===== config.mk =====
export PLATFORM = sky130hd
export DESIGN_NAME = recency_store_with_merge
export DESIGN_NICKNAME = d
export VERILOG_FILES = /design/src/hw/rtl/rsm_pkg.sv /design/src/hw/rtl/rsm_ctrl.sv /design/src/hw/rtl/rsm_dpath.sv /design/src/hw/rtl/recency_store_with_merge.sv
export SDC_FILE = /design/constraint.sdc
export NUM_CORES = 1
export LEC_CHECK = 0
export ABC_CLOCK_PERIOD_IN_PS = 21500
export BUFFER_PORTS_ARGS = -buffer_cell sky130_fd_sc_hd__buf_2
export CORE_ASPECT_RATIO = 0.9
export CORE_MARGIN = 1.5
export CORE_UTILIZATION = 60
export CTS_BUF_LIST = sky130_fd_sc_hd__clkbuf_4 sky130_fd_sc_hd__clkbuf_8 sky130_fd_sc_hd__clkbuf_16
export CTS_CLUSTER_SIZE = 14
export DETAILED_ROUTE_END_ITERATION = 8
export PLACE_DENSITY = 0.84
export SLEW_MARGIN = 20
export SYNTH_ARGS = -nofsm -noshare
export SYNTH_HDL_FRONTEND = slang
export SYNTH_SLANG_ARGS = --single-unit

===== constraint.sdc =====
create_clock -name clock -period 21.5 [get_ports clock]
set_input_delay 3.225 -clock clock [delete_from_list [all_inputs] [get_ports clock]]
set_output_delay 3.225 -clock clock [all_outputs]
set_load 0.02 [all_outputs]

===== src/hw/rtl/rsm_pkg.sv =====
// ----------------------------------------------------------------------------
// rsm_pkg
// Shared types, codes and helpers for the recency store with merge.
// ----------------------------------------------------------------------------
package rsm_pkg;

   localparam int HUE_PERIOD = 360;
   // ceil(2^22 / 360); gives the exact quotient for any 16-bit hue
   localparam int HUE_RECIP    = 11651;
   localparam int HUE_RECIP_SH = 22;
   localparam int CSR_ADDR_W = 3;
   localparam int CSR_DATA_W = 32;
   localparam int TOL_W = 15;
   localparam logic [TOL_W-1:0] TOL_RESET = 15'd410;

   // opcodes
   localparam logic [1:0] OP_ADD    = 2'd0;
   localparam logic [1:0] OP_FORGET = 2'd1;
   localparam logic [1:0] OP_READ   = 2'd2;

   // result status codes
   localparam logic [1:0] STATUS_DONE     = 2'd0;
   localparam logic [1:0] STATUS_REPLACED = 2'd1;
   localparam logic [1:0] STATUS_DROPPED  = 2'd2;
   localparam logic [1:0] STATUS_RANGE    = 2'd3;

   // register index of the tolerance register
   localparam logic REG_TOLERANCE = 1'b0;

   typedef struct packed {
      logic [15:0] light;
      logic [15:0] correction;
      logic [8:0]  hue;
      logic [7:0]  saturation;
      logic [31:0] seconds;
      logic        bound;
   } entry_type;

   typedef enum logic [3:0] {
      ST_IDLE,
      ST_DECODE,
      ST_SRCH_RD,
      ST_SRCH_CMP,
      ST_SHIFT_RD,
      ST_SHIFT_WR,
      ST_APPEND,
      ST_READ_RD,
      ST_FINISH
   } state_type;

   // controller -> datapath
   typedef struct packed {
      logic       load_item;
      logic       ptr_zero;
      logic       ptr_index;
      logic       ptr_inc;
      logic       rd_en;
      logic       rd_next;
      logic       shift_wr;
      logic       append;
      logic       count_dec;
      logic       status_en;
      logic [1:0] status_val;
      logic       read_ok_set;
      logic       out_load;
   } cmd_type;

   // datapath -> controller
   typedef struct packed {
      logic [1:0] opcode;
      logic       index_oor;
      logic       count_zero;
      logic       count_full;
      logic       match;
      logic       last;
      logic       out_free;
   } stat_type;

   // hue mod 360 by reciprocal multiply and one back-multiply, zero for white
   function automatic logic [8:0] hue_canon(input logic [15:0] hue, input logic [7:0] sat);
      logic [29:0] prod;
      logic [7:0]  quot;
      logic [16:0] r;
      prod = {14'd0, hue} * 30'(HUE_RECIP);
      quot = prod[HUE_RECIP_SH +: 8];
      r    = {1'b0, hue} - (17'(quot) * 17'(HUE_PERIOD));
      if (sat == 8'd0) begin
         r = '0;
      end
      return r[8:0];
   endfunction

endpackage


===== src/hw/rtl/rsm_ctrl.sv =====
// ----------------------------------------------------------------------------
// rsm_ctrl
// Sequencer for add, forget and read: search, close-up, append, respond.
// ----------------------------------------------------------------------------
module rsm_ctrl (
   input  logic               clock,
   input  logic               reset,
   input  logic               req_valid,
   output logic               req_stall,
   input  rsm_pkg::stat_type  stat,
   output rsm_pkg::cmd_type   cmd
);

   rsm_pkg::state_type state_ff;
   rsm_pkg::state_type state_in;

   always_ff @(posedge clock) begin
      if (reset) begin
         state_ff <= rsm_pkg::ST_IDLE;
      end else begin
         state_ff <= state_in;
      end
   end

   assign req_stall = (state_ff != rsm_pkg::ST_IDLE);

   // next state
   always_comb begin
      state_in = state_ff;
      case (state_ff)
         rsm_pkg::ST_IDLE: begin
            if (req_valid) state_in = rsm_pkg::ST_DECODE;
         end
         rsm_pkg::ST_DECODE: begin
            case (stat.opcode)
               rsm_pkg::OP_ADD: begin
                  state_in = stat.count_zero ? rsm_pkg::ST_APPEND : rsm_pkg::ST_SRCH_RD;
               end
               rsm_pkg::OP_FORGET: begin
                  state_in = stat.index_oor ? rsm_pkg::ST_FINISH : rsm_pkg::ST_SHIFT_RD;
               end
               rsm_pkg::OP_READ: begin
                  state_in = stat.index_oor ? rsm_pkg::ST_FINISH : rsm_pkg::ST_READ_RD;
               end
               default: state_in = rsm_pkg::ST_FINISH;
            endcase
         end
         rsm_pkg::ST_SRCH_RD: state_in = rsm_pkg::ST_SRCH_CMP;
         rsm_pkg::ST_SRCH_CMP: begin
            if (stat.match) begin
               state_in = rsm_pkg::ST_SHIFT_RD;
            end else if (stat.last) begin
               state_in = stat.count_full ? rsm_pkg::ST_SHIFT_RD : rsm_pkg::ST_APPEND;
            end else begin
               state_in = rsm_pkg::ST_SRCH_RD;
            end
         end
         rsm_pkg::ST_SHIFT_RD: begin
            if (!stat.last) begin
               state_in = rsm_pkg::ST_SHIFT_WR;
            end else if (stat.opcode == rsm_pkg::OP_ADD) begin
               state_in = rsm_pkg::ST_APPEND;
            end else begin
               state_in = rsm_pkg::ST_FINISH;
            end
         end
         rsm_pkg::ST_SHIFT_WR: state_in = rsm_pkg::ST_SHIFT_RD;
         rsm_pkg::ST_APPEND:   state_in = rsm_pkg::ST_FINISH;
         rsm_pkg::ST_READ_RD:  state_in = rsm_pkg::ST_FINISH;
         rsm_pkg::ST_FINISH: begin
            if (stat.out_free) state_in = rsm_pkg::ST_IDLE;
         end
         default: state_in = rsm_pkg::ST_IDLE;
      endcase
   end

   // commands
   always_comb begin
      cmd = '0;
      case (state_ff)
         rsm_pkg::ST_IDLE: begin
            cmd.load_item = req_valid;
         end
         rsm_pkg::ST_DECODE: begin
            case (stat.opcode)
               rsm_pkg::OP_ADD: begin
                  cmd.ptr_zero = 1'b1;
               end
               rsm_pkg::OP_FORGET, rsm_pkg::OP_READ: begin
                  if (stat.index_oor) begin
                     cmd.status_en  = 1'b1;
                     cmd.status_val = rsm_pkg::STATUS_RANGE;
                  end else begin
                     cmd.ptr_index = 1'b1;
                  end
               end
               default: ;
            endcase
         end
         rsm_pkg::ST_SRCH_RD: begin
            cmd.rd_en = 1'b1;
         end
         rsm_pkg::ST_SRCH_CMP: begin
            if (stat.match) begin
               cmd.status_en  = 1'b1;
               cmd.status_val = rsm_pkg::STATUS_REPLACED;
            end else if (stat.last) begin
               if (stat.count_full) begin
                  cmd.status_en  = 1'b1;
                  cmd.status_val = rsm_pkg::STATUS_DROPPED;
                  cmd.ptr_zero   = 1'b1;
               end
            end else begin
               cmd.ptr_inc = 1'b1;
            end
         end
         rsm_pkg::ST_SHIFT_RD: begin
            if (!stat.last) begin
               cmd.rd_en   = 1'b1;
               cmd.rd_next = 1'b1;
            end else begin
               cmd.count_dec = 1'b1;
            end
         end
         rsm_pkg::ST_SHIFT_WR: begin
            cmd.shift_wr = 1'b1;
            cmd.ptr_inc  = 1'b1;
         end
         rsm_pkg::ST_APPEND: begin
            cmd.append = 1'b1;
         end
         rsm_pkg::ST_READ_RD: begin
            cmd.rd_en       = 1'b1;
            cmd.read_ok_set = 1'b1;
         end
         rsm_pkg::ST_FINISH: begin
            cmd.out_load = stat.out_free;
         end
         default: ;
      endcase
   end

endmodule


===== src/hw/rtl/rsm_dpath.sv =====
// ----------------------------------------------------------------------------
// rsm_dpath
// Entry memory, count, pointer, match compare and result register.
// ----------------------------------------------------------------------------
module rsm_dpath #(
   parameter int MAX_ENTRIES = 8
) (
   input  logic                        clock,
   input  logic                        reset,
   input  rsm_pkg::cmd_type            cmd,
   output rsm_pkg::stat_type           stat,
   input  logic [rsm_pkg::TOL_W-1:0]   tolerance,
   input  logic [1:0]                  req_opcode,
   input  logic signed [15:0]          req_log_lux,
   input  logic signed [15:0]          req_decades,
   input  logic [15:0]                 req_hue,
   input  logic [7:0]                  req_sat,
   input  logic [31:0]                 req_seconds,
   input  logic                        req_bound,
   input  logic [7:0]                  req_index,
   output logic                        rsp_valid,
   input  logic                        rsp_stall,
   output logic [1:0]                  rsp_status,
   output logic [3:0]                  rsp_entry_count,
   output logic signed [15:0]          rsp_out_log_lux,
   output logic signed [15:0]          rsp_out_decades,
   output logic [8:0]                  rsp_out_hue,
   output logic [7:0]                  rsp_out_sat,
   output logic [31:0]                 rsp_out_seconds,
   output logic                        rsp_out_bound
);

   localparam int IW = (MAX_ENTRIES > 1) ? $clog2(MAX_ENTRIES) : 1;
   localparam int CW = $clog2(MAX_ENTRIES + 1);

   rsm_pkg::entry_type mem [MAX_ENTRIES];
   rsm_pkg::entry_type rd_ff;
   rsm_pkg::entry_type item_ff;
   logic [1:0]         op_ff;
   logic [7:0]         idx_ff;
   logic [CW-1:0]      count_ff, count_in;
   logic [CW-1:0]      ptr_ff, ptr_in;
   logic [1:0]         status_ff;
   logic               read_ok_ff;
   logic               rsp_valid_ff, rsp_valid_in;
   logic [CW-1:0]      ptr_nx;
   logic [IW-1:0]      rd_addr;
   logic [IW-1:0]      wr_addr;
   rsm_pkg::entry_type wr_data;
   logic               wr_en;
   logic signed [16:0] diff;
   logic [16:0]        abs_diff;

   // request hold
   always_ff @(posedge clock) begin
      if (cmd.load_item) begin
         op_ff              <= req_opcode;
         idx_ff             <= req_index;
         item_ff.light      <= req_log_lux;
         item_ff.correction <= req_decades;
         item_ff.hue        <= rsm_pkg::hue_canon(req_hue, req_sat);
         item_ff.saturation <= req_sat;
         item_ff.seconds    <= req_seconds;
         item_ff.bound      <= req_bound;
      end
   end

   // pointer and count
   assign ptr_nx = CW'(ptr_ff + 1'b1);

   always_comb begin
      ptr_in = ptr_ff;
      if (cmd.ptr_zero) begin
         ptr_in = '0;
      end else if (cmd.ptr_index) begin
         ptr_in = CW'(idx_ff);
      end else if (cmd.ptr_inc) begin
         ptr_in = ptr_nx;
      end
   end

   always_comb begin
      count_in = count_ff;
      if (cmd.count_dec) begin
         count_in = CW'(count_ff - 1'b1);
      end else if (cmd.append) begin
         count_in = CW'(count_ff + 1'b1);
      end
   end

   always_ff @(posedge clock) begin
      if (reset) begin
         count_ff     <= '0;
         ptr_ff       <= '0;
         rsp_valid_ff <= 1'b0;
      end else begin
         count_ff     <= count_in;
         ptr_ff       <= ptr_in;
         rsp_valid_ff <= rsp_valid_in;
      end
   end

   always_ff @(posedge clock) begin
      if (cmd.load_item) begin
         status_ff  <= rsm_pkg::STATUS_DONE;
         read_ok_ff <= 1'b0;
      end else begin
         if (cmd.status_en) status_ff <= cmd.status_val;
         if (cmd.read_ok_set) read_ok_ff <= 1'b1;
      end
   end

   // entry memory: one write, one registered read
   assign rd_addr = cmd.rd_next ? ptr_nx[IW-1:0] : ptr_ff[IW-1:0];
   assign wr_en   = cmd.shift_wr | cmd.append;
   assign wr_addr = cmd.append ? count_ff[IW-1:0] : ptr_ff[IW-1:0];
   assign wr_data = cmd.append ? item_ff : rd_ff;

   always_ff @(posedge clock) begin
      if (wr_en) mem[wr_addr] <= wr_data;
      if (cmd.rd_en) rd_ff <= mem[rd_addr];
   end

   // same-statement test against the entry just read
   assign diff     = {item_ff.light[15], item_ff.light} - {rd_ff.light[15], rd_ff.light};
   assign abs_diff = diff[16] ? 17'(-diff) : 17'(diff);

   always_comb begin
      stat.opcode     = op_ff;
      stat.index_oor  = ({1'b0, idx_ff} >= 9'(count_ff));
      stat.count_zero = (count_ff == '0);
      stat.count_full = (count_ff == CW'(MAX_ENTRIES));
      stat.match      = (rd_ff.saturation == item_ff.saturation) &&
                        (rd_ff.hue == item_ff.hue) &&
                        (abs_diff <= {2'b00, tolerance});
      stat.last       = ({1'b0, ptr_ff} + 1'b1) >= {1'b0, count_ff};
      stat.out_free   = !rsp_valid_ff || !rsp_stall;
   end

   // result register
   assign rsp_valid_in = cmd.out_load | (rsp_valid_ff & rsp_stall);
   assign rsp_valid    = rsp_valid_ff;

   always_ff @(posedge clock) begin
      if (cmd.out_load) begin
         rsp_status      <= status_ff;
         rsp_entry_count <= 4'(count_ff);
         if (read_ok_ff) begin
            rsp_out_log_lux <= rd_ff.light;
            rsp_out_decades <= rd_ff.correction;
            rsp_out_hue     <= rd_ff.hue;
            rsp_out_sat     <= rd_ff.saturation;
            rsp_out_seconds <= rd_ff.seconds;
            rsp_out_bound   <= rd_ff.bound;
         end else begin
            rsp_out_log_lux <= '0;
            rsp_out_decades <= '0;
            rsp_out_hue     <= '0;
            rsp_out_sat     <= '0;
            rsp_out_seconds <= '0;
            rsp_out_bound   <= 1'b0;
         end
      end
   end

endmodule


===== src/hw/rtl/recency_store_with_merge.sv =====
// ----------------------------------------------------------------------------
// recency_store_with_merge
// Oldest-first store of taught points with merge of repeated statements.
// ----------------------------------------------------------------------------
// Throughput: one item at a time; the next transfer is taken the cycle after the
//   result is loaded. Time is set by the entry-by-entry walk of the memory.
// Reset: synchronous, clears the entry count, the sequencer and the result
//   valid; tolerance returns to 410. Entry contents are not cleared.
// ----------------------------------------------------------------------------
module recency_store_with_merge #(
   parameter int MAX_ENTRIES = 8
) (
   input  logic                              clock,
   input  logic                              reset,
   // request channel
   input  logic                              req_valid,
   output logic                              req_stall,
   input  logic [1:0]                        req_opcode,
   input  logic signed [15:0]                req_log_lux,
   input  logic signed [15:0]                req_decades,
   input  logic [15:0]                       req_hue,
   input  logic [7:0]                        req_sat,
   input  logic [31:0]                       req_seconds,
   input  logic                              req_bound,
   input  logic [7:0]                        req_index,
   // response channel
   output logic                              rsp_valid,
   input  logic                              rsp_stall,
   output logic [1:0]                        rsp_status,
   output logic [3:0]                        rsp_entry_count,
   output logic signed [15:0]                rsp_out_log_lux,
   output logic signed [15:0]                rsp_out_decades,
   output logic [8:0]                        rsp_out_hue,
   output logic [7:0]                        rsp_out_sat,
   output logic [31:0]                       rsp_out_seconds,
   output logic                              rsp_out_bound,
   // register port
   input  logic                              csr_psel,
   input  logic                              csr_penable,
   input  logic                              csr_pwrite,
   input  logic [rsm_pkg::CSR_ADDR_W-1:0]    csr_paddr,
   input  logic [rsm_pkg::CSR_DATA_W-1:0]    csr_pwdata,
   output logic [rsm_pkg::CSR_DATA_W-1:0]    csr_prdata,
   output logic                              csr_pready
);

   // Register file: only the light tolerance, at byte address 0. The word
   // select is paddr[2]; byte offsets inside a word are ignored.
   logic [rsm_pkg::TOL_W-1:0] tol_ff, tol_in;
   logic                      tol_sel;
   logic                      csr_wr;

   assign csr_pready = 1'b1;
   assign tol_sel    = (csr_paddr[2] == rsm_pkg::REG_TOLERANCE);
   assign csr_wr     = csr_psel & csr_penable & csr_pwrite & csr_pready;
   assign tol_in     = (csr_wr && tol_sel) ? csr_pwdata[rsm_pkg::TOL_W-1:0] : tol_ff;

   always_ff @(posedge clock) begin
      if (reset) begin
         tol_ff <= rsm_pkg::TOL_RESET;
      end else begin
         tol_ff <= tol_in;
      end
   end

   assign csr_prdata = tol_sel ? rsm_pkg::CSR_DATA_W'(tol_ff) : '0;

   // Controller and datapath talk only through the command and status bundles.
   rsm_pkg::cmd_type  cmd;
   rsm_pkg::stat_type stat;

   rsm_ctrl u_ctrl (
      .clock     (clock),
      .reset     (reset),
      .req_valid (req_valid),
      .req_stall (req_stall),
      .stat      (stat),
      .cmd       (cmd)
   );

   // The datapath holds the entry memory, the count and the result register,
   // so a finished result can wait there while the next transfer comes in.
   rsm_dpath #(
      .MAX_ENTRIES (MAX_ENTRIES)
   ) u_dpath (
      .clock           (clock),
      .reset           (reset),
      .cmd             (cmd),
      .stat            (stat),
      .tolerance       (tol_ff),
      .req_opcode      (req_opcode),
      .req_log_lux     (req_log_lux),
      .req_decades     (req_decades),
      .req_hue         (req_hue),
      .req_sat         (req_sat),
      .req_seconds     (req_seconds),
      .req_bound       (req_bound),
      .req_index       (req_index),
      .rsp_valid       (rsp_valid),
      .rsp_stall       (rsp_stall),
      .rsp_status      (rsp_status),
      .rsp_entry_count (rsp_entry_count),
      .rsp_out_log_lux (rsp_out_log_lux),
      .rsp_out_decades (rsp_out_decades),
      .rsp_out_hue     (rsp_out_hue),
      .rsp_out_sat     (rsp_out_sat),
      .rsp_out_seconds (rsp_out_seconds),
      .rsp_out_bound   (rsp_out_bound)
   );

endmodule


==> results.yml <==
outcome:
  outcome: "completed"
clock_network:
  numCtsBuffers: 92
  clkSlewWorstSetupHoldPaths_ps: 60
  worstSkewPairLatency_ps: 650
  cts_resized: 0
  cts_root_buf: "clkbuf_16"
  clockBufferDepth: 3
  ctsHoldBuffers: 0
  post-cts-setup-buffer-count: 0
  htreeDepth: 3
  cts_tree: "done"
  clock_sinks: 949
sta:
  hold_violations: 0
  rsz0062_at_grt: "false"
  finalClockSkew_ps: 23.58
  fin_crit_sh_pct: 47.25
  setup_slack_ps: 11340
  worstMarginPinSlew_ps: 1162
  period_needed_ps: 10160
  fin_tns_setup_ps: 0
  max_freq_ghz: 0.09844
  slew_violations: 0
  whs_ps: 439.3
  timing.slew.headroom_pct: 21.69
  setup_violations: 0
critical_path:
  cp-start-kind: "input port"
  critPathMostFrequentCell: "inv_1"
  max_stage_delay_ps: 520
  cp_max_fo: 8
  cp_slowest_cell: "fa_1"
  critPathRequiredTime_ps: 21860
  crit_type: "input port to register"
  worstSetupEndpointType: "register"
  crit_arrival_ps: 10520
drt:
  vias: 21871
  wl_per_cell_um: 24.10
  drtPass1Iterations: 5
  drt_iter0_drc: 1946
  wirelength_um: 86990
  ant_nets: 0
  via_per_inst: 6.060
  drcViolationCount: 0
worst_hold_path:
  min_path_type: "register to register"
die:
  fp.dieArea_um2: 70670
  die_w_um: 280.1
  core_area_um2: 68430
  die_y_um: 252.4
  initial_core_util_pct: 60.58
  rows: 91
  pin_count: 264
yosys:
  synth_cell_types: 65
  ys_ff_latch: 949
  seq_area_frac_synth_pct: 68.00
  yosysWarnings: 0
  async_flop_share_pct: 0
  avgSynthCellArea_um2: 17.74
  synth-edff-count: 918
  syn_inst: 2336
  synth_ff_type: "edfxtp_1"
  syn_area_um2: 41450
power_and_ir_drop:
  p_int_mw: 3.795
  vdd_ir_drop_max_mv: 0.2483
  clkPwrFrac_pct: 30.2
  power_density_nw_per_um2: 113.6
  power_leakage_nw: 16.85
  p_sw_mw: 1.521
  switching_share_pct: 28.62
  finalPower_mw: 5.316
  p_comb_share_pct: 27.9
  p_seq_share_pct: 41.8
cells_and_area:
  final_common_cell: "edfxtp_1"
  area_growth_pct: 12.89
  layout-drive-gt1-share_pct: 27.92
  layout_common_cells: "918 x edfxtp_1, 226 x buf_2, 173 x inv_1"
  final_cell_count_no_fill: 3609
  n_antenna_cell: 0
  num-nets-final: 2963
flow_run:
  cap_viol_max_count: 0
global_routing:
  antenna_found_initial: 0
  first_global_vias: 22842
  grt_max_degree: 157
  track_usage_pct: 24.97
  grt_pass1_wl_um: 132800
  gr-total-overflow: 0
placement:
  pre_cts_slack_ps: 10680
  io_buffers: 226
  placed_cells: 3441
  dp_hpwl_um: 50060
  routabilityCongestion: 0.8415
-- cell families after synthesis --
family	share of synthesized area (%)
fa+ha+maj	7.546
compound gates	2.976
xor+xnor	1.518
simple gates	4.202
mux	13.13
other cells	0.01812
buf+inv	2.614
flops	68.00
-- registers in the layout, summed over array words and instances (netlist names), 4 cells and up --
| name | count |
|---|---|
| u_dpath.rsp_entry_count | 4 |
| u_dpath.rsp_out_sat | 8 |
| u_dpath.rsp_out_hue | 9 |
| u_ctrl.state_ff | 4 |
| u_dpath.rsp_out_seconds | 32 |
| u_dpath.rsp_out_decades | 16 |
| tol_ff | 15 |
| u_dpath.rsp_out_log_lux | 16 |
| u_dpath.item_ff | 82 |
| u_dpath.count_ff | 4 |
| u_dpath.ptr_ff | 4 |
| u_dpath.idx_ff | 8 |
| u_dpath.rd_ff | 82 |
| u_dpath.mem | 656 |
-- worst max-delay path, delay by kind of cell --
kind / cells / cell delay (ps)
simple gates: 1 / 50
xor+xnor: 7 / 1100
fa+ha+maj: 11 / 4240
buf+inv: 9 / 570
compound gates: 7 / 1310
-- cell usage after synthesis (9+ instances only) --
cell type  number  area, um^2
edfxtp_1      918       27570
inv_1         173       649.4
mux4_2        164        3694
ha_1          162        2027
mux2_2        149        1678
and2_1         86       538.0
nand2_1        64       240.2
nor2_1         63       236.5
clkbuf_1       59       221.5
fa_1           55        1101
a21oi_1        49       245.2
o21ai_0        43       215.2
xnor2_1        40       350.3
dfxtp_1        31       620.6
xor2_1         30       262.8
a21o_1         22       165.2
nor2b_1        19       118.9
buf_1          18       67.56
buf_4          18       135.1
nor3_1         18       90.09
nand3_1        16       80.08
a211oi_1        9       67.56
a31oi_1         9       56.30
-- final timing paths --
check                           cells past startpoint  slack, ps                                 to                              start
worst max-delay path                               35      11340  u_dpath.item_ff[49]$_SDFFCE_PN0P_                         req_hue[4]
worst min-delay path                                0        440    u_dpath.rsp_status[1]$_DFFE_PP_  u_dpath.status_ff[1]$_SDFFE_PP0P_
worst max register to register                     24      15630     u_dpath.ptr_ff[3]$_SDFFE_PP0P_      u_dpath.item_ff[66]$_DFFE_PP_
worst min register to register                      0        440    u_dpath.rsp_status[1]$_DFFE_PP_  u_dpath.status_ff[1]$_SDFFE_PP0P_
-- final cells by class --
class                   instances  area [um^2]
flip-flops and latches        949        28190
well taps                     930         1164
fillers                      4253        21630
repair buffers                256         1401
inverters                     173        649.4
clock inverters                58        528.0
clock buffers                 110         2491
multi-input cells            1133        12370
-- layer usage --
layer	vias up	wire length [um]	track usage (%)
met5	-	0	0
li1	9493	-	-
met1	11247	35550	34.98
met3	135	6380	4.095
met4	0	1785	6.486
met2	996	43270	41.32
-- per-stage QoR --
| step | area (um^2) | util (%) |
|---|---|---|
| 3_5_place_dp | 43780 | 63.97 |
| 4_1_cts | 46800 | 68.39 |
| 6_report | 46800 | 68.39 |
| 3_3_place_gp | 43750 | 63.93 |
| 2_1_floorplan | 41510 | - |
| 5_1_grt | 46800 | 68.39 |
-- power groups by stage --
stage	Clock [mW]	Combinational (mW)	Sequential, mW
after floorplan	0	1.19	2.26
after global placement	0	1.46	2.26
after detailed placement	0	1.48	2.26
after CTS	1.63	1.50	2.22
after global routing	1.69	1.74	2.23
final	1.61	1.49	2.22
Note: power is estimated with default switching activity, not from simulation.
